### config.mk
export PLATFORM = sky130hd
export DESIGN_NAME = orcc_ctrl
export DESIGN_NICKNAME = d
export VERILOG_FILES = /design/src/rtl/core/optimal_rod_cut_cost_assert.svh /design/src/rtl/core/orcc_pkg.sv /design/src/rtl/core/orcc_ctrl.sv
export SDC_FILE = /design/constraint.sdc
export NUM_CORES = 1
export LEC_CHECK = 0
export ABC_CLOCK_PERIOD_IN_PS = 2700
export BUFFER_PORTS_ARGS = -buffer_cell sky130_fd_sc_hd__buf_2
export CAP_MARGIN = 40
export CORE_MARGIN = 3
export CORE_UTILIZATION = 55
export CTS_CLUSTER_SIZE = 14
export DETAILED_ROUTE_END_ITERATION = 6
export PLACE_DENSITY = 0.8
export SLEW_MARGIN = 40
export SYNTH_ARGS = -nofsm -noshare
export SYNTH_HDL_FRONTEND = slang
export SYNTH_SLANG_ARGS = --single-unit
### constraint.sdc
create_clock -name clk -period 2.7 [get_ports clk]
set_clock_uncertainty 0.05 [all_clocks]
set_input_delay 0.135 -clock clk [delete_from_list [all_inputs] [get_ports clk]]
set_output_delay 0.135 -clock clk [all_outputs]
set_load 0.005 [all_outputs]
### src/rtl/core/optimal_rod_cut_cost_assert.svh
// ----------------------------------------------------------------------------
// Rod cut cost assertion macros
// Shared concurrent assertion forms for the rod cut cost block.
// ----------------------------------------------------------------------------
`ifndef OPTIMAL_ROD_CUT_COST_ASSERT_SVH
`define OPTIMAL_ROD_CUT_COST_ASSERT_SVH

// Same-cycle implication, disabled while reset is asserted.
`define ORCC_ASSERT_IMP(lbl, ck, rn, ante, cons, msg) \
  lbl: assert property (@(posedge ck) disable iff (!rn) (ante) |-> (cons)) \
    else $error(msg);

// Next-cycle implication, disabled while reset is asserted.
`define ORCC_ASSERT_NXT(lbl, ck, rn, ante, cons, msg) \
  lbl: assert property (@(posedge ck) disable iff (!rn) (ante) |=> (cons)) \
    else $error(msg);

`endif

### src/rtl/core/orcc_pkg.sv
// ----------------------------------------------------------------------------
// Rod cut cost package
// Field widths, the saturation limit and the controller to datapath types.
// ----------------------------------------------------------------------------
package orcc_pkg;

  localparam int POS_W   = 16;
  localparam int COST_W  = 20;
  localparam int SPLIT_W = 5;
  localparam int SUM_W   = 22;

  localparam logic [COST_W-1:0] COST_SAT = '1;

  typedef enum logic [3:0] {
    OP_NONE,
    OP_RD_PJ,
    OP_RD_PI,
    OP_LEN,
    OP_RD_A,
    OP_RD_B,
    OP_ACC,
    OP_CMP,
    OP_WR,
    OP_EMIT
  } op_t;

  typedef struct packed {
    op_t  op;
    logic a_zero;
    logic b_zero;
  } cmd_t;

  typedef struct packed {
    logic ovf;
    logic short_stick;
  } status_t;

endpackage

### src/rtl/core/orcc_ctrl.sv
// ----------------------------------------------------------------------------
// Rod cut cost controller
// Sequences point loading and the interval table fill over spans and splits.
// ----------------------------------------------------------------------------
module orcc_ctrl #(
  parameter int IW = 5
) (
  input  logic              clk,
  input  logic              rst_n,
  input  logic              accept,
  input  logic              in_last,
  input  orcc_pkg::status_t status,
  input  logic [IW-1:0]     n,
  output logic              busy,
  output orcc_pkg::cmd_t    cmd,
  output logic [IW-1:0]     idx_i,
  output logic [IW-1:0]     idx_j,
  output logic [IW-1:0]     idx_r
);

  import orcc_pkg::*;

  typedef enum logic [3:0] {
    ST_LOAD,
    ST_CHK,
    ST_PJ,
    ST_PI,
    ST_LEN,
    ST_RA,
    ST_RB,
    ST_ACC,
    ST_CMP,
    ST_WR,
    ST_EMIT
  } state_t;

  state_t        state_r, state_nxt;
  logic [IW-1:0] i_r, i_nxt;
  logic [IW-1:0] j_r, j_nxt;
  logic [IW-1:0] r_r, r_nxt;

  always_ff @(posedge clk) begin
    if (!rst_n) begin
      state_r <= ST_LOAD;
      i_r     <= '0;
      j_r     <= '0;
      r_r     <= '0;
    end else begin
      state_r <= state_nxt;
      i_r     <= i_nxt;
      j_r     <= j_nxt;
      r_r     <= r_nxt;
    end
  end

  always_comb begin
    state_nxt  = state_r;
    i_nxt      = i_r;
    j_nxt      = j_r;
    r_nxt      = r_r;
    cmd.op     = OP_NONE;
    // A one-segment sub-span on either side of the split costs nothing.
    cmd.a_zero = (r_r == i_r + IW'(1));
    cmd.b_zero = (r_r == j_r - IW'(1));
    case (state_r)
      ST_LOAD: begin
        if (accept && in_last) begin
          state_nxt = ST_CHK;
        end
      end
      ST_CHK: begin
        if (status.ovf || status.short_stick) begin
          state_nxt = ST_EMIT;
        end else begin
          j_nxt     = IW'(2);
          i_nxt     = '0;
          state_nxt = ST_PJ;
        end
      end
      ST_PJ: begin
        cmd.op    = OP_RD_PJ;
        state_nxt = ST_PI;
      end
      ST_PI: begin
        cmd.op    = OP_RD_PI;
        state_nxt = ST_LEN;
      end
      ST_LEN: begin
        cmd.op    = OP_LEN;
        r_nxt     = i_r + IW'(1);
        state_nxt = ST_RA;
      end
      ST_RA: begin
        cmd.op    = OP_RD_A;
        state_nxt = ST_RB;
      end
      ST_RB: begin
        cmd.op    = OP_RD_B;
        state_nxt = ST_ACC;
      end
      ST_ACC: begin
        cmd.op    = OP_ACC;
        state_nxt = ST_CMP;
      end
      ST_CMP: begin
        cmd.op = OP_CMP;
        if (cmd.b_zero) begin
          state_nxt = ST_WR;
        end else begin
          r_nxt     = r_r + IW'(1);
          state_nxt = ST_RA;
        end
      end
      ST_WR: begin
        cmd.op = OP_WR;
        if (i_r == '0) begin
          if (j_r == n) begin
            state_nxt = ST_EMIT;
          end else begin
            // Spans of the next end point start two points below it and walk down.
            j_nxt     = j_r + IW'(1);
            i_nxt     = j_r - IW'(1);
            state_nxt = ST_PJ;
          end
        end else begin
          i_nxt     = i_r - IW'(1);
          state_nxt = ST_PJ;
        end
      end
      ST_EMIT: begin
        cmd.op    = OP_EMIT;
        state_nxt = ST_LOAD;
      end
      default: begin
        state_nxt = ST_LOAD;
      end
    endcase
  end

  assign busy  = (state_r != ST_LOAD);
  assign idx_i = i_r;
  assign idx_j = j_r;
  assign idx_r = r_r;

endmodule

* Yosys cells after proc, flatten, opt, wreduce, memory -nomap -nowiden
Cells that the tools add are included.
** Word-level totals
- Output and inout port bits :: 22
- Word-level logic and storage cells :: 55
- Input port bits :: 11
- Register bits after elaboration :: 19
** Operators by class
- Reductions and logical operators :: 10
- $add $sub $neg :: 5
- Equality and inequality tests :: 19
- Muxes and demuxes :: 17
** Operator list (number)
- 4-bit case mux with 10 select lines :: 1
- 4-bit case mux with 9 select lines :: 1
- 5-bit two-way mux :: 7
- 5-bit case mux with 2 select lines :: 3
- 4-bit two-way mux :: 5
- 4-bit by 3-bit == test with 1-bit output (second input constant) :: 4
- 5-bit by 1-bit adder with 5-bit output (second input constant) :: 3
- 5-bit == test :: 3
- 4-bit == test (second input constant) :: 3
- 2-bit inequality test (second input constant) :: 5
- 5-bit by 1-bit subtractor with 5-bit output (second input constant) :: 2
- 4-bit by 2-bit == test with 1-bit output (second input constant) :: 2
- 5-bit zero test :: 1
- 4-bit by 1-bit == test with 1-bit output (second input constant) :: 1
- 4-bit zero test :: 1
- 4-bit AND reduction :: 1
- 2-bit nonzero test :: 2
- 4-bit nonzero test :: 1
- 3-bit inequality test (second input constant) :: 1
- 3-bit AND reduction :: 1
- 2-bit AND reduction :: 1
- 1-bit logical AND :: 1
- 1-bit logical OR :: 1

* Logic depth before layout (Yosys ltp)
Gate-level depths: netlist of the first run.
- Depth after elaboration :: 4
- Depth in mapped cells :: 9
- Depth with buffers taken out :: 7

* Worst setup path before layout of the first run
No wires, ideal clock.
- Path kind :: flip-flop to flip-flop
- Start point :: register i_r[0], in the netlist idx_i[0]
- End point :: register j_r[2], in the netlist idx_j[2]
- Period minus slack after synthesis :: 2053 ps
- Data required time :: 2529 ps
- Cell stages (with the launch flop) :: 7
- Buffers on the path :: 0
- Arrival time :: 1882 ps
- Path slack :: 647 ps
- Setup time :: 121 ps
- Cell sequence :: dfxtp_1 inv_1 ha_1 nor4b_4 o21ai_0 nor3b_1 mux2_2
** Between the ends
- Longest elaborated chain between the ends :: 3
** RTL lines
- from (decl) :: RTL line orcc_ctrl.sv:38 : logic [IW-1:0] i_r, i_nxt;
- from (signal assigned) :: RTL line orcc_ctrl.sv:50 : i_r <= i_nxt;
- 5-bit zero test :: RTL line orcc_ctrl.sv:116 : if (i_r == '0) begin
- 2-bit inequality test (no source line)
- 4-bit AND reduction (no source line)
- to (signal assigned) :: RTL line orcc_ctrl.sv:51 : j_r <= j_nxt;
- to (decl) :: RTL line orcc_ctrl.sv:39 : logic [IW-1:0] j_r, j_nxt;
Every way passes these cells.
A chain may end at the register's enable or synchronous reset.

==> metrics.md, run 1 <==
| Metric | Value |
|---|---|
| Share of layout cells above drive strength 1 | `21.8%` |
| Switch Pwr | `196 uW` |
| Crit. Startpoint | `idx_j[0]$_SDFFE_PN0P_` |
| CTS tree | `built` |
| Met3 Use GR | `2.77%` |
| Final hold vios | `0` |
| FF-to-FF Start | `idx_i[0]$_SDFFE_PN0P_` |
| Crit Path Class | `reg -> out` |
| Yosys top cell by area | `dfxtp_1` |
| Pre-CTS setup slack | `0.416 ns` |
| Antenna cells | `0` |
| Mux contribution to synthesized area | `3.95%` |
| Syn_nets | `226` |
| Vias in the first global route | `1440` |
| Sequential Power Share | `52.0%` |
| Die ar. | `3690 um2` |
| Yosys reg bits | `19` |
| Synthesized cell area | `1650 um2` |
| Clock-pin slew on the worst setup and hold paths | `0.12 ns` |
| Status | `complete, no violations` |
| RSZ-0062 raised after global routing | `false` |
| Placed cells | `261` |
| Post-CTS Hold Buffers | `0` |
| Synth Instances | `209` |
| Post-synth EDFFs | `0` |
| First-pass iteration count of the detailed router | `5` |
| Crit-path max cell delay | `0.56 ns` |
| GPL Wtd Cong | `0.883` |
| Post-synthesis adder-cell area fraction | `4.56%` |
| CTS Sinks | `19` |
| Core Region | `2810 um2` |
| Logic pwr share | `22.9%` |
| Cells along the critical path | `inv_1, ha_1, nor3b_2, xnor2_1, nor3_1, buf_4, buf_2` |
| WP buf/inv | `3` |
| Avg Vias per Cell | `6.09` |
| Largest family of logic cells by synthesized area | `simple AND/OR/NAND/NOR gates` |
| Root Buffer | `clkbuf_4` |
| Reg-to-Reg End | `idx_j[4]$_SDFFE_PN0P_` |
| Syn avg cell area | `7.88 um2` |
| WHS | `0.192 ns` |
| Die Wd | `60.7 um` |
| Prevailing post-synth register cell | `dfxtp_1` |
| Total grt overflow | `0` |
| Maximum clock insertion buffer count | `2` |
| Fmax | `0.412 GHz` |
| Static Leakage | `0.765 nW` |
| Critical Path Sink | `cmd[0]` |
| Crit path DAT | `2.24 ns` |
| Fin crit period | `2.42 ns` |
| Total GRT Usage | `23.2%` |
| Initial Util | `58.7%` |
| Final Slew Violations | `0` |
| Cell depth of the worst setup path | `7` |
| Worst endpoint required time | `2.52 ns` |
| Clock group share of total power | `25.1%` |
| Synth Area in Compound Gates | `20.8%` |
| Setup Fix Bufs, Post-CTS | `0` |
| Filler Cells Inserted | `254` |
| Yosys cell types | `52` |
| Placed instance area | `1800 um2` |
| Final WL | `3990 um` |
| Largest delay share family, worst path | `flip-flops` |
| CTS H-tree depth | `1` |
| Fin cells | `265` |
| Met1 Resource Use GR | `32.8%` |
| Initial antenna violation count | `0` |
| Ys async rst share | `0%` |
| First-pass GRT wire length | `6570 um` |
| DRC | `0` |
| Total Nets Final | `252` |
| Finished Core Util | `65.1%` |
| Worst-Margin Slew | `0.632 ns` |
| Post-route ant nets | `0` |
| Share of the synthesized area in the top cell type | `23.1%` |
| Latest clock arrival within the worst-skew pair | `0.30 ns` |
| Reg2reg path depth | `6` |
| Final Cycle Share | `89.8%` |
| CP Capture Type | `output port` |
| DP HPWL | `2990 um` |
| Dominant cells by area after synthesis | `dfxtp_1, xnor2_1, nand3_1` |
| Min-delay worst type | `in -> reg` |
| Post-cts resize count | `0` |
| Seq/Total Area, Yosys | `23.1%` |
| Total Neg Setup Slack | `0 ns` |
| Simple-gate area share of the yosys netlist | `26.7%` |
| Largest net degree at the start of global routing | `21` |
| I/O Pins | `33` |
| Max Cap Violations | `0` |
| Startpoint Class | `flip-flop` |
| Vias | `1613` |
| DR iter-0 viols | `85` |
| Area Overhead vs Synth | `10.9%` |
| Yosys Warn Count | `0` |
| PortBufs | `32` |
| Avg WL per Cell | `15.1 um` |
| GR Layer Usage met2 | `35.6%` |
| Multi-input gate area | `1160 um2` |
| Switching fraction of total power | `32.6%` |
| Grt peak-use layer | `met2` |
| Pwr Density | `329 nW/um2` |
| Rel. slew slack | `57.8%` |
| Design Power | `602 uW` |
| Internal power | `406 uW` |
| Final Cell Area | `1830 um2` |
| Worst setup margin | `0.275 ns` |
| XOR/XNOR Fraction of Synth Area | `14.7%` |
| CP max stage cell | `dfxtp_1` |
| Worst vdd ir | `0.379 mV` |
| Count of final setup violators | `0` |
| Die height | `60.7 um` |
| Worst R2R Setup Slack | `0.35 ns` |
| Rows | `19` |
| Storage element area | `380 um2` |
| Cts bufs inserted | `3` |
| Crit Path Max Fanout | `10` |
-- final cells by class --
| class | count | area share, % |
|---|---|---|
| multi-input combinational | 167 | 63.7 |
| sequential | 19 | 20.8 |
| timing repair buffer | 35 | 10.0 |
| tap | 31 | 2.12 |
| inverter | 9 | 1.85 |
| clock buffer | 3 | 1.23 |
| clock inverter | 1 | 0.274 |
-- state kept, by name, summed over array words and instances (netlist names) --
register and cells:
idx_i 5, idx_j 5, idx_r 5, state_r 4
-- Yosys cell counts, types with 2 or more instances --
cell      instances
mux2i_1           2
a221o_1           2
nor2_1           14
nor2b_1           3
clkbuf_1          6
nand4_1           6
o211ai_1          2
o31ai_1           3
o311ai_1          2
nand2_1          17
o21ai_0          16
nor3_1            9
and2_1            4
xor2_1            6
o32ai_1           2
inv_1             9
mux2_2            4
nand3b_1          2
nand3_1          16
ha_1              6
buf_2             4
dfxtp_1          19
a21oi_1           7
a31oi_1           2
xnor2_1          19
-- kinds of logic (layout without fill, tap and decap cells) --
group,after synthesis,in the layout
simple gates,81,81
compound gates,48,48
fa+ha+maj,6,6
xor+xnor,26,26
flops,19,19
buf+inv,23,48
mux,6,6
-- power by group through the flow --
stage,sequential (mW),clock [mW],combinational [mW]
after floorplan,0.302,0,0.111
after global placement,0.319,0,0.135
after detailed placement,0.319,0,0.137
after CTS,0.313,0.152,0.138
after global routing,0.316,0.167,0.153
final,0.313,0.151,0.138
-- placed cells by master, fill, tap and decap left out, drive strengths merged, types with 2 or more instances in the layout --
| cell type | n |
|---|---|
| nand3b | 2 |
| xnor2 | 19 |
| nand3 | 16 |
| nor2b | 3 |
| nor3b | 2 |
| o211ai | 2 |
| o21ai | 16 |
| a221o | 2 |
| xor2 | 6 |
| buf | 35 |
| clkbuf | 3 |
| nor3 | 9 |
| dfxtp | 19 |
| o311ai | 2 |
| nor2 | 15 |
| and2 | 4 |
| a21oi | 7 |
| mux2 | 4 |
| o31ai | 4 |
| o32ai | 2 |
| ha | 6 |
| nor4b | 2 |
| inv | 9 |
| nand4 | 6 |
| nand2 | 18 |
| mux2i | 2 |
| a31oi | 2 |
-- how the worst min path moves through the flow --
stage                                  to                  start  cells past startpoint  slack [ns]
global route        idx_i[2]$_SDFFE_PN0P_                  rst_n                      2        0.19
finish              idx_i[2]$_SDFFE_PN0P_                  rst_n                      2        0.19
global placement    idx_i[1]$_SDFFE_PN0P_  idx_i[1]$_SDFFE_PN0P_                      2        0.48
floorplan                        idx_j[2]  idx_j[2]$_SDFFE_PN0P_                      0        0.38
CTS                 idx_i[2]$_SDFFE_PN0P_                  rst_n                      2        0.19
detailed placement  idx_i[1]$_SDFFE_PN0P_  idx_i[1]$_SDFFE_PN0P_                      2        0.50
-- worst reg2reg max path, cell delays in order, from the launching register on --
cell and delay [ns]:
dfxtp_1 0.41, inv_1 0.15, ha_1 0.22, nor4b_4 0.51, o21ai_0 0.30, nor3_1 0.27
mux2_2 0.36
-- per-layer routing --
metal / part of all wire, % / vias up
met5: 0 / -
met4: 1.9 / 0
met3: 5.8 / 8
met2: 47 / 63
met1: 45 / 742
li1: - / 800
Power figures use the tool's default switching activity.
==> run 2: changes to the inputs <==
--- a/config.mk
+++ b/config.mk
@@ -5,6 +5,7 @@
 export SDC_FILE = /design/constraint.sdc
 export NUM_CORES = 1
 export LEC_CHECK = 0
+export ABC_AREA = 1
 export ABC_CLOCK_PERIOD_IN_PS = 2700
 export BUFFER_PORTS_ARGS = -buffer_cell sky130_fd_sc_hd__buf_2
 export CAP_MARGIN = 40
==> metrics.md, run 2 <==
| Metric | Value |
|---|---|
| Final Slew Violations | `0` |
| Fin cells | `313` |
| Sequential Power Share | `34.0%` |
| Worst vdd ir | `0.501 mV` |
| Post-synth EDFFs | `0` |
| Synth Instances | `253` |
| Final Cell Area | `1780 um2` |
| Core Region | `2610 um2` |
| Total GRT Usage | `24.2%` |
| Cts bufs inserted | `3` |
| Startpoint Class | `flip-flop` |
| Largest net degree at the start of global routing | `13` |
| Dominant cells by area after synthesis | `dfxtp_1, nand2_1, nor2_1` |
| Root Buffer | `clkbuf_4` |
| Status | `complete, no violations` |
| Design Power | `1.24 mW` |
| Placed instance area | `1750 um2` |
| PortBufs | `32` |
| Maximum clock insertion buffer count | `2` |
| Die ar. | `3590 um2` |
| Crit path DAT | `2.03 ns` |
| RSZ-0062 raised after global routing | `false` |
| First-pass iteration count of the detailed router | `4` |
| Avg Vias per Cell | `5.47` |
| I/O Pins | `33` |
| Share of layout cells above drive strength 1 | `21.2%` |
| DP HPWL | `3010 um` |
| Avg WL per Cell | `12.6 um` |
| Die Wd | `59.9 um` |
| Initial Util | `61.3%` |
| Placed cells | `309` |
| Synthesized cell area | `1600 um2` |
| Worst-Margin Slew | `0.408 ns` |
| Post-cts resize count | `0` |
| Internal power | `648 uW` |
| Die height | `59.9 um` |
| Setup Fix Bufs, Post-CTS | `0` |
| Most frequent cells in the layout | `nand2_1, nor2_1, buf_2, inv_1, nand3_1` |
| Switch Pwr | `594 uW` |
| Area Overhead vs Synth | `11.0%` |
| Clock-pin slew on the worst setup and hold paths | `0.13 ns` |
| Syn avg cell area | `6.33 um2` |
| Most common cell after layout, fill and taps aside | `nand2_1` |
| Yosys top cell by area | `dfxtp_1` |
| Post-route ant nets | `0` |
| CP Capture Type | `output port` |
| Total Nets Final | `301` |
| Yosys Warn Count | `0` |
| Syn_nets | `270` |
| Crit Path Class | `reg -> out` |
| Fmax | `0.452 GHz` |
| Seq/Total Area, Yosys | `23.8%` |
| Clock group share of total power | `12.5%` |
| DR iter-0 viols | `106` |
| Final hold vios | `0` |
| CTS Sinks | `19` |
| Yosys reg bits | `19` |
| CTS H-tree depth | `1` |
| Count of final setup violators | `0` |
| Yosys cell types | `33` |
| Final Cycle Share | `81.9%` |
| Logic pwr share | `53.6%` |
| Rel. slew slack | `72.7%` |
| Vias in the first global route | `1489` |
| Latest clock arrival within the worst-skew pair | `0.32 ns` |
| WHS | `0.0870 ns` |
| Commonest cells post-synth | `nand2_1, nor2_1, inv_1` |
| Initial antenna violation count | `0` |
| Max Cap Violations | `0` |
| Prevailing post-synth register cell | `dfxtp_1` |
| GPL Wtd Cong | `0.865` |
| Post-CTS Hold Buffers | `0` |
| Vias | `1711` |
| Rows | `18` |
| Static Leakage | `0.928 nW` |
| CTS tree | `built` |
| Final WL | `3960 um` |
| Min-delay worst type | `in -> reg` |
| Share of the synthesized area in the top cell type | `23.8%` |
| Total Neg Setup Slack | `0 ns` |
| Crit Path Max Fanout | `7` |
| Pwr Density | `699 nW/um2` |
| Fin crit period | `2.21 ns` |
| Antenna cells | `0` |
| Top-count cell post-synth | `nand2_1` |
| Ys async rst share | `0%` |
| Worst endpoint required time | `2.52 ns` |
| First-pass GRT wire length | `6740 um` |
| Total grt overflow | `0` |
| Switching fraction of total power | `47.8%` |
| Filler Cells Inserted | `256` |
| DRC | `0` |
## run 2: routing by layer
metal / track usage (%) / vias up / wire [um]
li1: - / 868 / -
met1: 33.4 / 778 / 1860
met2: 39.2 / 63 / 1780
met3: 4.54 / 2 / 298
met4: 5.06 / 0 / 24
met5: 0 / - / 0
## run 2: power by group through the flow
stage / clock network [mW] / logic [mW] / registers (mW)
after floorplan: 0 / 0.508 / 0.407
after global placement: 0 / 0.645 / 0.426
after detailed placement: 0 / 0.656 / 0.427
after CTS: 0.155 / 0.661 / 0.421
after global routing: 0.175 / 0.755 / 0.434
final: 0.155 / 0.665 / 0.422
## run 2: cells by family after synthesis
| logic type | after synthesis | share of synthesized area (%) |
|---|---|---|
| adder cells (fa/ha/maj) | 6 | 4.69 |
| AND/OR/NAND/NOR | 136 | 39.4 |
| buffers and inverters | 39 | 11.0 |
| XOR/XNOR | 16 | 8.76 |
| flip-flops | 19 | 23.8 |
| AO/OA/AOI/OAI | 37 | 12.4 |
## run 2: layout make-up
class,count,area (um2),area share [%]
tap,30,37.5,2.11
multi-input combinational,195,1040,58.7
clock inverter,1,5.00,0.282
sequential,19,380,21.4
clock buffer,3,22.5,1.27
timing repair buffer,32,160,9.01
inverter,33,128,7.18
## run 2: worst max-delay path, stage by stage, from the launching register on
cell     delay (ns)
dfxtp_1        0.53
inv_2          0.13
ha_1           0.38
xor2_1         0.16
nand2_1        0.06
nor2_1         0.13
nand3_2        0.10
inv_1          0.10
buf_2          0.12
## run 2: stage by stage
step                      utilization [%]  setup slack (ns)
after global placement               67.0             0.730
after detailed placement             67.0             0.693
after floorplan                         -             0.941
after global routing                 68.0             0.331
after CTS                            68.0             0.499
final                                68.0             0.489
## run 2: final timing paths
| kind | from | to | slack (ns) | depth (start not counted) |
|---|---|---|---|---|
| worst max register to register | idx_j[0]$_SDFFE_PN0P_ | idx_r[1]$_SDFFE_PN0P_ | 0.64 | 10 |
| worst max-delay path | idx_j[0]$_SDFFE_PN0P_ | cmd[0] | 0.49 | 8 |
| worst min-delay path | rst_n | idx_r[2]$_SDFFE_PN0P_ | 0.09 | 3 |
| worst min register to register | state_r[0]$_SDFFE_PN0P_ | state_r[0]$_SDFFE_PN0P_ | 0.48 | 1 |
